<file path="src/hdl/sfb_pkg.sv">
// sfb_pkg: shared types, constants and checksum helper for the stuffed frame builder.
// No dependencies; every other file refers to it by scoped names.
package sfb_pkg;

	localparam int BYTE_W    = 8;
	localparam int SUM_W     = 16;
	localparam int MAX_OUT   = 7;
	localparam int CNT_W     = 3;
	localparam int CFG_IDX_W = 2;

	localparam logic [BYTE_W-1:0] FLAG_RESET   = 8'h7E;
	localparam logic [BYTE_W-1:0] ESCAPE_RESET = 8'h7D;

	// Register indexes of the configuration port
	typedef enum logic [CFG_IDX_W-1:0] {
		CFG_FLAG   = 2'd0,
		CFG_ESCAPE = 2'd1
	} sfb_cfg_idx_t;

	// Current configuration register values
	typedef struct packed {
		logic [BYTE_W-1:0] flag;
		logic [BYTE_W-1:0] escape;
	} sfb_cfg_t;

	// All result bytes caused by one input item
	typedef struct packed {
		logic [MAX_OUT-1:0][BYTE_W-1:0] bytes;
		logic [CNT_W-1:0]               count;
	} sfb_result_t;

	// Checksum pairing state
	typedef struct packed {
		logic              odd;
		logic [BYTE_W-1:0] pend;
		logic [SUM_W-1:0]  sum;
	} sfb_sum_t;

	// Account one stuffed byte: hold it as the high half or fold in a full word
	function automatic sfb_sum_t sum_byte(input sfb_sum_t st, input logic [BYTE_W-1:0] b);
		sfb_sum_t         r;
		logic [SUM_W:0]   s;
		r = st;
		s = {1'b0, st.sum} + {1'b0, st.pend, b};
		if (st.odd) begin
			r.sum  = s[SUM_W-1:0] + {{(SUM_W-1){1'b0}}, s[SUM_W]};
			r.odd  = 1'b0;
			r.pend = '0;
		end else begin
			r.pend = b;
			r.odd  = 1'b1;
		end
		return r;
	endfunction

endpackage

</file>
<file path="src/hdl/stuffed_frame_builder_with_checksum_top.sv">
// stuffed_frame_builder_with_checksum_top: framing, byte stuffing and 16-bit checksum.
// Depends on sfb_pkg, sfb_cfg_regs, sfb_encoder and sfb_out_buffer.
//
//  channel | direction | handshake              | payload
//  --------+-----------+------------------------+---------------------------
//  in      | input     | in_valid / in_stall    | data_byte, last_byte
//  out     | output    | out_valid / out_stall  | out_byte, out_last
//  cfg     | input     | cfg_valid / cfg_ready  | cfg_index, cfg_data
//
// An item waits in the input register until the result register takes it; its 1 to 6
// result bytes then leave one per cycle while out_stall is low, and the next item loads as
// the final byte leaves, so the output moves a byte every cycle while items keep coming
// and out_stall stays low. An item passes the input and result registers before it shows.
// Reset clears the frame state and both valid flags; configuration returns to flag 0x7E,
// escape 0x7D. A stalled output holds its byte and backs up into in_stall after one item.
module stuffed_frame_builder_with_checksum_top (
	input  logic                            clk,
	input  logic                            arst_n,
	input  logic                            in_valid,
	output logic                            in_stall,
	input  logic [sfb_pkg::BYTE_W-1:0]      data_byte,
	input  logic                            last_byte,
	output logic                            out_valid,
	input  logic                            out_stall,
	output logic [sfb_pkg::BYTE_W-1:0]      out_byte,
	output logic                            out_last,
	input  logic                            cfg_valid,
	output logic                            cfg_ready,
	input  logic [sfb_pkg::CFG_IDX_W-1:0]   cfg_index,
	input  logic [sfb_pkg::BYTE_W-1:0]      cfg_data
);

	sfb_pkg::sfb_cfg_t    cfg;
	sfb_pkg::sfb_result_t res;
	logic                 res_valid;
	logic                 res_take;

	sfb_cfg_regs u_cfg (
		.clk       (clk),
		.arst_n    (arst_n),
		.cfg_valid (cfg_valid),
		.cfg_ready (cfg_ready),
		.cfg_index (cfg_index),
		.cfg_data  (cfg_data),
		.cfg       (cfg)
	);

	sfb_encoder u_enc (
		.clk       (clk),
		.arst_n    (arst_n),
		.in_valid  (in_valid),
		.in_stall  (in_stall),
		.data_byte (data_byte),
		.last_byte (last_byte),
		.cfg       (cfg),
		.res_valid (res_valid),
		.res       (res),
		.res_take  (res_take)
	);

	sfb_out_buffer u_out (
		.clk       (clk),
		.arst_n    (arst_n),
		.res_valid (res_valid),
		.res       (res),
		.res_take  (res_take),
		.out_valid (out_valid),
		.out_stall (out_stall),
		.out_byte  (out_byte),
		.out_last  (out_last)
	);

endmodule

</file>
<file path="src/hdl/sfb_cfg_regs.sv">
// sfb_cfg_regs: flag and escape configuration registers with their write port.
// Depends on sfb_pkg.
module sfb_cfg_regs (
	input  logic                               clk,
	input  logic                               arst_n,
	input  logic                               cfg_valid,
	output logic                               cfg_ready,
	input  logic [sfb_pkg::CFG_IDX_W-1:0]      cfg_index,
	input  logic [sfb_pkg::BYTE_W-1:0]         cfg_data,
	output sfb_pkg::sfb_cfg_t                  cfg
);

	logic [sfb_pkg::BYTE_W-1:0] flag_q;
	logic [sfb_pkg::BYTE_W-1:0] escape_q;

	// Always take writes
	assign cfg_ready = 1'b1;

	// Write the addressed register, drop writes beyond the list
	always_ff @(posedge clk or negedge arst_n) begin
		if (!arst_n) begin
			flag_q   <= sfb_pkg::FLAG_RESET;
			escape_q <= sfb_pkg::ESCAPE_RESET;
		end else if (cfg_valid && cfg_ready) begin
			unique case (cfg_index)
				sfb_pkg::CFG_FLAG:   flag_q   <= cfg_data;
				sfb_pkg::CFG_ESCAPE: escape_q <= cfg_data;
				default: ;
			endcase
		end
	end

	assign cfg.flag   = flag_q;
	assign cfg.escape = escape_q;

endmodule

</file>
<file path="src/hdl/sfb_encoder.sv">
// sfb_encoder: input register, frame state and the single-pass stuffing/checksum logic.
// Depends on sfb_pkg; feeds sfb_out_buffer with one result group per item.
module sfb_encoder (
	input  logic                        clk,
	input  logic                        arst_n,
	input  logic                        in_valid,
	output logic                        in_stall,
	input  logic [sfb_pkg::BYTE_W-1:0]  data_byte,
	input  logic                        last_byte,
	input  sfb_pkg::sfb_cfg_t           cfg,
	output logic                        res_valid,
	output sfb_pkg::sfb_result_t        res,
	input  logic                        res_take
);

	logic                       valid_s1;
	logic [sfb_pkg::BYTE_W-1:0] data_s1;
	logic                       last_s1;

	logic                       in_frame_q;
	sfb_pkg::sfb_sum_t          sum_q;

	logic                       in_frame_d;
	sfb_pkg::sfb_sum_t          sum_d;

	// Stall while the held item cannot move to the result stage
	assign in_stall  = valid_s1 && !res_take;
	assign res_valid = valid_s1;

	// Input register
	always_ff @(posedge clk or negedge arst_n) begin
		if (!arst_n) begin
			valid_s1 <= 1'b0;
		end else if (in_valid && !in_stall) begin
			valid_s1 <= 1'b1;
		end else if (res_take) begin
			valid_s1 <= 1'b0;
		end
	end

	always_ff @(posedge clk) begin
		if (in_valid && !in_stall) begin
			data_s1 <= data_byte;
			last_s1 <= last_byte;
		end
	end

	// Build the result bytes and the next frame state for the held item
	always_comb begin
		sfb_pkg::sfb_sum_t          st;
		logic [sfb_pkg::CNT_W-1:0]  n;
		logic                       esc;
		logic [sfb_pkg::SUM_W-1:0]  ck;
		st        = in_frame_q ? sum_q : '0;
		n         = '0;
		ck        = '0;
		res.bytes = '0;
		esc       = (data_s1 == cfg.flag) || (data_s1 == cfg.escape);
		if (!in_frame_q) begin
			res.bytes[n] = cfg.flag;
			n            = n + 1'b1;
		end
		if (esc) begin
			res.bytes[n] = cfg.escape;
			n            = n + 1'b1;
			st           = sfb_pkg::sum_byte(st, cfg.escape);
		end
		res.bytes[n] = data_s1;
		n            = n + 1'b1;
		st           = sfb_pkg::sum_byte(st, data_s1);
		in_frame_d   = 1'b1;
		sum_d        = st;
		if (last_s1) begin
			// pad an odd length, then checksum and closing flag
			if (st.odd) begin
				res.bytes[n] = '0;
				n            = n + 1'b1;
				st           = sfb_pkg::sum_byte(st, '0);
			end
			ck           = ~st.sum;
			res.bytes[n] = ck[sfb_pkg::SUM_W-1 -: sfb_pkg::BYTE_W];
			n            = n + 1'b1;
			res.bytes[n] = ck[sfb_pkg::BYTE_W-1:0];
			n            = n + 1'b1;
			res.bytes[n] = cfg.flag;
			n            = n + 1'b1;
			in_frame_d   = 1'b0;
			sum_d        = '0;
		end
		res.count = n;
	end

	// Advance frame state when the item moves on
	always_ff @(posedge clk or negedge arst_n) begin
		if (!arst_n) begin
			in_frame_q <= 1'b0;
			sum_q      <= '0;
		end else if (res_take) begin
			in_frame_q <= in_frame_d;
			sum_q      <= sum_d;
		end
	end

endmodule

</file>
<file path="src/hdl/sfb_out_buffer.sv">
// sfb_out_buffer: result register holding one item's bytes and the serializer that sends them.
// Depends on sfb_pkg; loads from sfb_encoder.
module sfb_out_buffer (
	input  logic                        clk,
	input  logic                        arst_n,
	input  logic                        res_valid,
	input  sfb_pkg::sfb_result_t        res,
	output logic                        res_take,
	output logic                        out_valid,
	input  logic                        out_stall,
	output logic [sfb_pkg::BYTE_W-1:0]  out_byte,
	output logic                        out_last
);

	logic                                       valid_s2;
	logic [sfb_pkg::MAX_OUT-1:0][sfb_pkg::BYTE_W-1:0] bytes_s2;
	logic [sfb_pkg::CNT_W-1:0]                  count_s2;
	logic [sfb_pkg::CNT_W-1:0]                  idx_q;
	logic                                       send;

	assign out_valid = valid_s2;
	assign out_byte  = bytes_s2[idx_q];
	assign out_last  = (idx_q == count_s2 - 1'b1);
	assign send      = valid_s2 && !out_stall;

	// Load the next group when empty or while the final byte leaves
	assign res_take  = res_valid && (!valid_s2 || (send && out_last));

	always_ff @(posedge clk or negedge arst_n) begin
		if (!arst_n) begin
			valid_s2 <= 1'b0;
			idx_q    <= '0;
		end else if (res_take) begin
			valid_s2 <= 1'b1;
			idx_q    <= '0;
		end else if (send) begin
			if (out_last) begin
				valid_s2 <= 1'b0;
				idx_q    <= '0;
			end else begin
				idx_q <= idx_q + 1'b1;
			end
		end
	end

	always_ff @(posedge clk) begin
		if (res_take) begin
			bytes_s2 <= res.bytes;
			count_s2 <= res.count;
		end
	end

endmodule

</file>
<file path="config.mk">
export PLATFORM = sky130hd
export DESIGN_NAME = stuffed_frame_builder_with_checksum_top
export DESIGN_NICKNAME = d
export VERILOG_FILES = /design/src/hdl/sfb_pkg.sv /design/src/hdl/stuffed_frame_builder_with_checksum_top.sv /design/src/hdl/sfb_cfg_regs.sv /design/src/hdl/sfb_encoder.sv /design/src/hdl/sfb_out_buffer.sv
export SDC_FILE = /design/constraint.sdc
export NUM_CORES = 1
export LEC_CHECK = 0
export ABC_AREA = 1
export BUFFER_PORTS_ARGS = -buffer_cell sky130_fd_sc_hd__buf_2
export CELL_PAD_IN_SITES_DETAIL_PLACEMENT = 1
export CELL_PAD_IN_SITES_GLOBAL_PLACEMENT = 1
export CORE_ASPECT_RATIO = 1.4
export CORE_UTILIZATION = 46
export CTS_BUF_LIST = sky130_fd_sc_hd__clkbuf_16
export CTS_CLUSTER_DIAMETER = 200
export DETAILED_ROUTE_END_ITERATION = 7
export MAX_ROUTING_LAYER = met4
export PLACE_DENSITY = 0.84
export SLEW_MARGIN = 25
export SYNTH_ARGS = -nofsm -noshare
export SYNTH_HDL_FRONTEND = slang
export SYNTH_SLANG_ARGS = --single-unit
</file>
<file path="constraint.sdc">
create_clock -name clk -period 10.1 [get_ports clk]
set_clock_uncertainty 0.1 [all_clocks]
set_input_delay 1.515 -clock clk [delete_from_list [all_inputs] [get_ports clk]]
set_output_delay 1.515 -clock clk [all_outputs]
set_load 0.005 [all_outputs]
</file>
==> results of run 1 <==
## cells in the mapped netlist (2+ instances only)
| library cell | instances | area (µm²) |
|---|---|---|
| inv_2 | 20 | 75.07 |
| a21boi_0 | 2 | 15.01 |
| nand2_1 | 436 | 1637 |
| buf_1 | 4 | 15.01 |
| a22oi_1 | 8 | 60.06 |
| clkinv_1 | 3 | 11.26 |
| a32o_1 | 4 | 40.04 |
| o21bai_1 | 8 | 60.06 |
| nor2_1 | 146 | 548.0 |
| clkbuf_1 | 40 | 150.1 |
| ha_1 | 53 | 663.1 |
| o2111ai_1 | 3 | 26.28 |
| a31oi_1 | 24 | 150.1 |
| buf_2 | 10 | 50.05 |
| a21oi_2 | 3 | 26.28 |
| buf_4 | 3 | 22.52 |
| fa_1 | 3 | 60.06 |
| nor3_2 | 2 | 20.02 |
| edfxtp_1 | 68 | 2042 |
| nand2_2 | 21 | 131.4 |
| a21oi_1 | 81 | 405.4 |
| or2_1 | 4 | 25.02 |
| o21ai_1 | 31 | 155.2 |
| nand3_1 | 99 | 495.5 |
| o22ai_1 | 20 | 125.1 |
| o21ai_0 | 144 | 720.7 |
| nand4_1 | 18 | 112.6 |
| or2_2 | 2 | 12.51 |
| nand3b_1 | 5 | 37.54 |
| inv_1 | 196 | 735.7 |
| nor2_4 | 4 | 45.04 |
| nand3_2 | 6 | 60.06 |
| nor2_2 | 3 | 18.77 |
| o211ai_1 | 6 | 45.04 |
| nand2_4 | 5 | 56.30 |
| buf_6 | 7 | 78.83 |
| dfstp_2 | 12 | 315.3 |
| a21o_1 | 2 | 15.01 |
| a21boi_1 | 5 | 37.54 |
| xor2_1 | 23 | 201.4 |
| xnor2_1 | 20 | 175.2 |
| nor3_1 | 6 | 30.03 |
| dfrtp_1 | 35 | 875.8 |
| a22o_1 | 10 | 87.58 |
## path summary, 6_finish.rpt
kind,cells past startpoint,endpoint,slack [ns]
min in group asynchronous,1,u_out.idx_q[2]$_DFFE_PN0P_,0.99
setup reg to reg,66,u_out.bytes_s2[29]$_DFFE_PP_,0.11
hold reg to reg,2,u_out.out_valid$_DFFE_PN0P_,0.40
hold / removal,2,u_out.out_valid$_DFFE_PN0P_,0.40
max in group asynchronous,1,u_enc.in_frame_q$_DFFE_PN0P_,8.44
setup / recovery,66,u_out.bytes_s2[29]$_DFFE_PP_,0.11
## worst reg2reg max path, delay by kind of cell, from the launching register on
| family | cells | cell delay, ns |
|---|---|---|
| fa+ha+maj | 9 | 2.22 |
| simple gates | 36 | 3.93 |
| buf+inv | 7 | 0.77 |
| flops | 1 | 0.51 |
| compound gates | 14 | 2.20 |
## report_power, final
part           switching (µW)  internal (µW)
combinational            1960            854
clock                     224            329
sequential                142            686
## routing by layer
| layer | routed length (µm) | part of all wire, % | global-route usage, % |
|---|---|---|---|
| met5 | 0 | 0 | - |
| met2 | 22630 | 49 | 66.48 |
| met4 | 4629 | 10 | 32.88 |
| met3 | 2519 | 5.5 | 4.852 |
| met1 | 16170 | 35 | 38.70 |
## repair_timing
item	4_1_cts	5_1_grt
setup endpoints to repair	42	56
buffers inserted	4	24
gates resized for setup	7	83
cloned	0	2
pin swaps	7	50
## state kept, by name (all words and copies together) (netlist names)
name and flops:
u_out.bytes_s2 56, u_enc.sum_q 25, u_cfg.escape_q 8, u_cfg.flag_q 8, u_enc.data_s1 8, u_out.count_s2 3
u_out.idx_q 3, u_enc.in_frame_q 1, u_enc.last_s1 1, u_enc.res_valid 1, u_out.out_valid 1
## cell type report
cell class | count | area, µm²
fill | 3055 | 10830
multi-input combinational | 1220 | 6855
sequential | 115 | 3234
inverter | 221 | 833.3
timing repair buffer | 77 | 540.5
clock buffer | 17 | 425.4
tap | 306 | 382.9
clock inverter | 14 | 98.84
## kinds of logic (layout without fill, tap and decap cells)
logic type	after synthesis	after routing
AOI/OAI and AO/OA	359	359
other	1	1
DFF	115	115
buffers and inverters	285	329
xor gates and xnor gates	43	43
adders and majority gates	56	56
and+or+nand+nor	761	761
## per-stage QoR
| stage | TNS (ns) | hold WS [ns] |
|---|---|---|
| 2_1_floorplan | 0 | 0.3349 |
| 3_3_place_gp | 0 | 0.3730 |
| 3_5_place_dp | -3.991 | 0.3895 |
| 4_1_cts | 0 | 0.4054 |
| 5_1_grt | -14.42 | 0.4260 |
| 6_report | 0 | 0.4014 |
==> run_results.csv, run 1 <==
group,metric,value,unit
clock_network,cts_buffers,17,
clock_network,clock-sinks,115,
drt,vias,11900,
finish,area_delta_synth_final,14.22,%
synth,synth-seq-cells,115,
synth,avgSynthCellArea,6.685,µm²
die,die_y,183.6,µm
clock_network,h-tree-depth,4,
placed_design,gp_congestion,1.005,
timing,hold_viol,0,
drt,wire_per_inst,23.33,µm
die,die_x,131.7,µm
synth,synth-adder-area-share,6.677,%
finish,drive_above_1_share,15.26,%
clock_network,clk_latency,0.43,ns
synth,yosys.area_share.xor_xnor,3.477,%
placed_design,place_hpwl,34400,µm
setup_path,rr_startpoint,"u_enc.in_frame_q$_DFFE_PN0P_",
synth,synth_compound_area_share,19.02,%
timing,max_slew_margin,36.55,%
placed_design,preCtsSetupSlack,-0.2733,ns
run_status,status,"completed",
synth,synth.distinct_cells,59,
synth,yosys_warnings,0,
drt,via_per_inst,6.042,
die,die-area,0.02417,mm²
drt,drt-initial-drc-count,997,
setup_path,crit_type,"reg -> reg",
synth,synthArstFlopShare,40.87,%
min_path,worstHoldPathType,"reg -> reg",
setup_path,path_delay_family,"simple AND/OR/NAND/NOR gates",
setup_path,critPathMostFrequentCell,"nand2_1",
synth,synth_top_family_by_area,"simple AND/OR/NAND/NOR gates",
placed_design,place_area,0.01117,mm²
setup_path,crit_buf_inv,7,
drt,dr.pass1.iters,5,
setup_path,cp_max_fo,6,
clock_network,clk_path_buf_depth,2,
run,drv_cap,0,
placed_design,dp.cells,1909,
finish,design_area,0.01237,mm²
global_routing,grtUsageTotal,38.45,%
timing,final-setup-viol-count,0,
finish,layout.nets,1732,
finish,insertedDiodeCount,0,
timing,period_share,98.91,%
global_routing,grt_pass1_wl,67870,µm
timing,slew_violations,0,
finish,layout_common_cells,"nand2_1, inv_1, o21ai_0, nor2_1, nand3_1",
drt,drcViolationCount,0,
clock_network,cts-root-buf,"clkbuf_16",
timing,post-route-min-period,9.990,ns
die,initial_core_util,46.67,%
die,io_pins,36,
power_and_ir_drop,p_per_area,338.9,mW/mm²
power_and_ir_drop,leakage,0.005913,µW
die,rows,66,
power_and_ir_drop,peakVddDrop,0.0001865,V
global_routing,grt_pass1_vias,11930,
min_path,min_from,"u_enc.res_valid$_DFFE_PN0P_",
synth,synth_seq_area_share,29.85,%
clock_network,path_clk_slew,0.06,ns
drt,antenna_left,0,
setup_path,cp-startpoint,"u_enc.in_frame_q$_DFFE_PN0P_",
synth,syn_nets,1700,
synth,synth-simple-area-share,30.33,%
finish,layout_commonest_cell,"nand2_1",
global_routing,antenna_found_initial,0,
setup_path,cp.required,10.15,ns
die,core-area,0.02320,mm²
setup_path,worstSetupEndpointType,"register",
clock_network,cts_hold_buf,0,
synth,muxShareOfSynthArea,0,%
timing,max_freq,100.1,MHz
global_routing,grt-ovfl-total,0,
finish,post-route-util,53.31,%
power_and_ir_drop,finalPower,4193,µW
global_routing,grt_max_degree,62,
clock_network,cts_tree,"yes",
finish,fin_cells,1970,
setup_path,slowest_delay,0.51,ns
synth,synth-edff-count,68,
timing,tightest_slew,0.9508,ns
setup_path,worstSetupStartpointType,"register",
synth,syn-cell-area,0.01083,mm²
timing,setup_slack,0.1103,ns
synth,syn_inst,1620,
setup_path,arrival,10.04,ns
setup_path,slowest_stage,"dfrtp_2",
placed_design,io_buffers,34,
synth,yosys_most_used_dff,"edfxtp_1",
drt,routed_wl,45950,µm
Note: power is estimated with default switching activity, not from simulation.
==> run 2, diff against run 1 <==
--- a/config.mk
+++ b/config.mk
@@ -10,12 +10,13 @@
 export CELL_PAD_IN_SITES_DETAIL_PLACEMENT = 1
 export CELL_PAD_IN_SITES_GLOBAL_PLACEMENT = 1
 export CORE_ASPECT_RATIO = 1.4
-export CORE_UTILIZATION = 46
+export CORE_UTILIZATION = 45
 export CTS_BUF_LIST = sky130_fd_sc_hd__clkbuf_16
 export CTS_CLUSTER_DIAMETER = 200
 export DETAILED_ROUTE_END_ITERATION = 7
+export HOLD_SLACK_MARGIN = 0.02
 export MAX_ROUTING_LAYER = met4
-export PLACE_DENSITY = 0.84
+export PLACE_DENSITY = 0.83
 export SLEW_MARGIN = 25
 export SYNTH_ARGS = -nofsm -noshare
 export SYNTH_HDL_FRONTEND = slang
==> run_results.csv, run 2 (synthesis results as in run 1) <==
group,metric,value,unit
run_status,status,"completed",
die,io_pins,36,
drt,wire_per_inst,23.39,µm
setup_path,worstSetupEndpointType,"register",
setup_path,arrival,9.74,ns
setup_path,rr_startpoint,"u_enc.in_frame_q$_DFFE_PN0P_",
finish,design_area,0.01235,mm²
finish,fillCellCount,3120,
clock_network,clk_latency,0.44,ns
finish,area_delta_synth_final,14.01,%
min_path,whs_endpoint,"u_out.out_valid$_DFFE_PN0P_",
setup_path,slowest_stage,"dfrtp_2",
min_path,min_path_cells,2,
finish,drive_above_1_share,15.23,%
setup_path,cp.required,10.16,ns
min_path,min_from,"u_enc.res_valid$_DFFE_PN0P_",
drt,dr.pass1.iters,8,
setup_path,critPathMostFrequentCell,"nand2_1",
placed_design,place_area,0.01120,mm²
clock_network,cts_tree,"yes",
run,drv_cap,0,
global_routing,grt_pass1_vias,12150,
drt,antenna_left,0,
power_and_ir_drop,leakage,0.005934,µW
global_routing,grt_pass1_wl,68540,µm
finish,insertedDiodeCount,0,
power_and_ir_drop,power.switching,2321,µW
power_and_ir_drop,peakVddDrop,0.0001531,V
finish,fin_cells,1967,
setup_path,worstSetupStartpointType,"register",
global_routing,grt-ovfl-total,0,
min_path,worstHoldPathType,"reg -> reg",
finish,reg.largest.list,"u_out.bytes_s2: 56 flops, u_enc.sum_q: 25 flops",
clock_network,h-tree-depth,4,
global_routing,grtUsageTotal,38.33,%
setup_path,worstRegToRegCells,68,
timing,whs,0.4225,ns
drt,vias,11780,
placed_design,gp_congestion,1.003,
clock_network,cts_buffers,17,
die,die-area,0.02470,mm²
finish,post-route-util,52.65,%
timing,period_share,95.76,%
setup_path,cp_max_fo,7,
global_routing,antenna_found_initial,0,
power_and_ir_drop,p_int,1876,µW
die,initial_core_util,46.18,%
finish,layout.nets,1728,
timing,slew_violations,0,
setup_path,path_depth,68,
finish,layout_common_cells,"nand2_1, inv_1, o21ai_0, nor2_1, nand3_1",
clock_network,path_clk_slew,0.06,ns
die,core-area,0.02345,mm²
power_and_ir_drop,switching_share,55.30,%
finish,seq_area,0.003234,mm²
placed_design,dp.cells,1911,
die,die_x,133.1,µm
drt,drt-initial-drc-count,900,
timing,post-route-min-period,9.672,ns
power_and_ir_drop,seqPwrFrac,19.8,%
clock_network,clk_path_buf_depth,2,
power_and_ir_drop,p_comb_share,65.5,%
finish,top_register,"u_out.bytes_s2",
setup_path,r2r_slack,0.43,ns
setup_path,r2r-end,"u_out.bytes_s2[0]$_DFFE_PP_",
finish,layout_commonest_cell,"nand2_1",
timing,max_freq,103.4,MHz
setup_path,crit_type,"reg -> reg",
finish,largest_reg_flops,56,
drt,routed_wl,46010,µm
placed_design,io_buffers,34,
placed_design,preCtsSetupSlack,0.07671,ns
clock_network,clock-sinks,115,
drt,via_per_inst,5.986,
timing,final-setup-viol-count,0,
timing,tightest_slew,0.9870,ns
die,die_y,185.6,µm
power_and_ir_drop,p_per_area,339.9,mW/mm²
die,rows,66,
drt,drcViolationCount,0,
power_and_ir_drop,clkPwrFrac,14.7,%
timing,max_slew_margin,34.13,%
clock_network,cts_hold_buf,0,
setup_path,path_delay_family,"simple AND/OR/NAND/NOR gates",
global_routing,grt_max_degree,63,
clock_network,cts-root-buf,"clkbuf_16",
placed_design,place_hpwl,34940,µm
setup_path,slowest_delay,0.49,ns
timing,setup_slack,0.4278,ns
finish,multi_input_area,0.006805,mm²
timing,hold_viol,0,
setup_path,crit_buf_inv,9,
run 2: repair_timing:
item                       CTS  global route
buffers inserted             0            22
resized for setup            0            79
setup endpoints to repair    0            56
run 2: worst reg2reg max path, delay by kind of cell (launching register included):
family | cells | cell delay [ns]
fa+ha+maj | 8 | 2.01
flops | 1 | 0.49
buf+inv | 9 | 0.97
simple gates | 33 | 3.55
compound gates | 18 | 2.31
run 2: power by group through the flow:
stage               Combinational [µW]  Clock [µW]  Sequential, µW
floorplan                         1730           0             745
global placement                  2420           0             819
detailed placement                2490           0             824
CTS                               2520         613             820
global route                      2970         630             836
finish                            2750         618             832
run 2: area by class of cell:
type | instances | share of cell area, %
multi-input cells | 1220 | 55.11
inverters | 221 | 6.748
repair buffers | 73 | 4.154
well taps | 306 | 3.101
clock inverters | 13 | 0.8410
flip-flops and latches | 115 | 26.19
clock buffers | 19 | 3.850
run 2: metal layers:
metal	track usage [%]	routed length, µm
met1	37.87	16530
met2	67.66	23200
met3	5.174	1923
met4	31.23	4357
met5	-	0
run 2: worst max-delay path by stage:
stage	startpoint	end	slack [ns]
after floorplan	u_enc.in_frame_q$_DFFE_PN0P_	u_out.bytes_s2[10]$_DFFE_PP_	0.92
after global placement	u_enc.in_frame_q$_DFFE_PN0P_	u_out.bytes_s2[11]$_DFFE_PP_	0.56
after detailed placement	u_enc.in_frame_q$_DFFE_PN0P_	u_out.bytes_s2[11]$_DFFE_PP_	0.08
after CTS	u_enc.in_frame_q$_DFFE_PN0P_	u_out.bytes_s2[3]$_DFFE_PP_	0.04
after global routing	u_enc.in_frame_q$_DFFE_PN0P_	u_out.bytes_s2[0]$_DFFE_PP_	-0.28
final	u_enc.in_frame_q$_DFFE_PN0P_	u_out.bytes_s2[0]$_DFFE_PP_	0.43
run 2: stage by stage:
stage               total power (µW)  TNS, ns
floorplan                       2473        0
global placement                3243        0
detailed placement              3310        0
CTS                             3951        0
global route                    4434   -7.248
finish                          4197        0
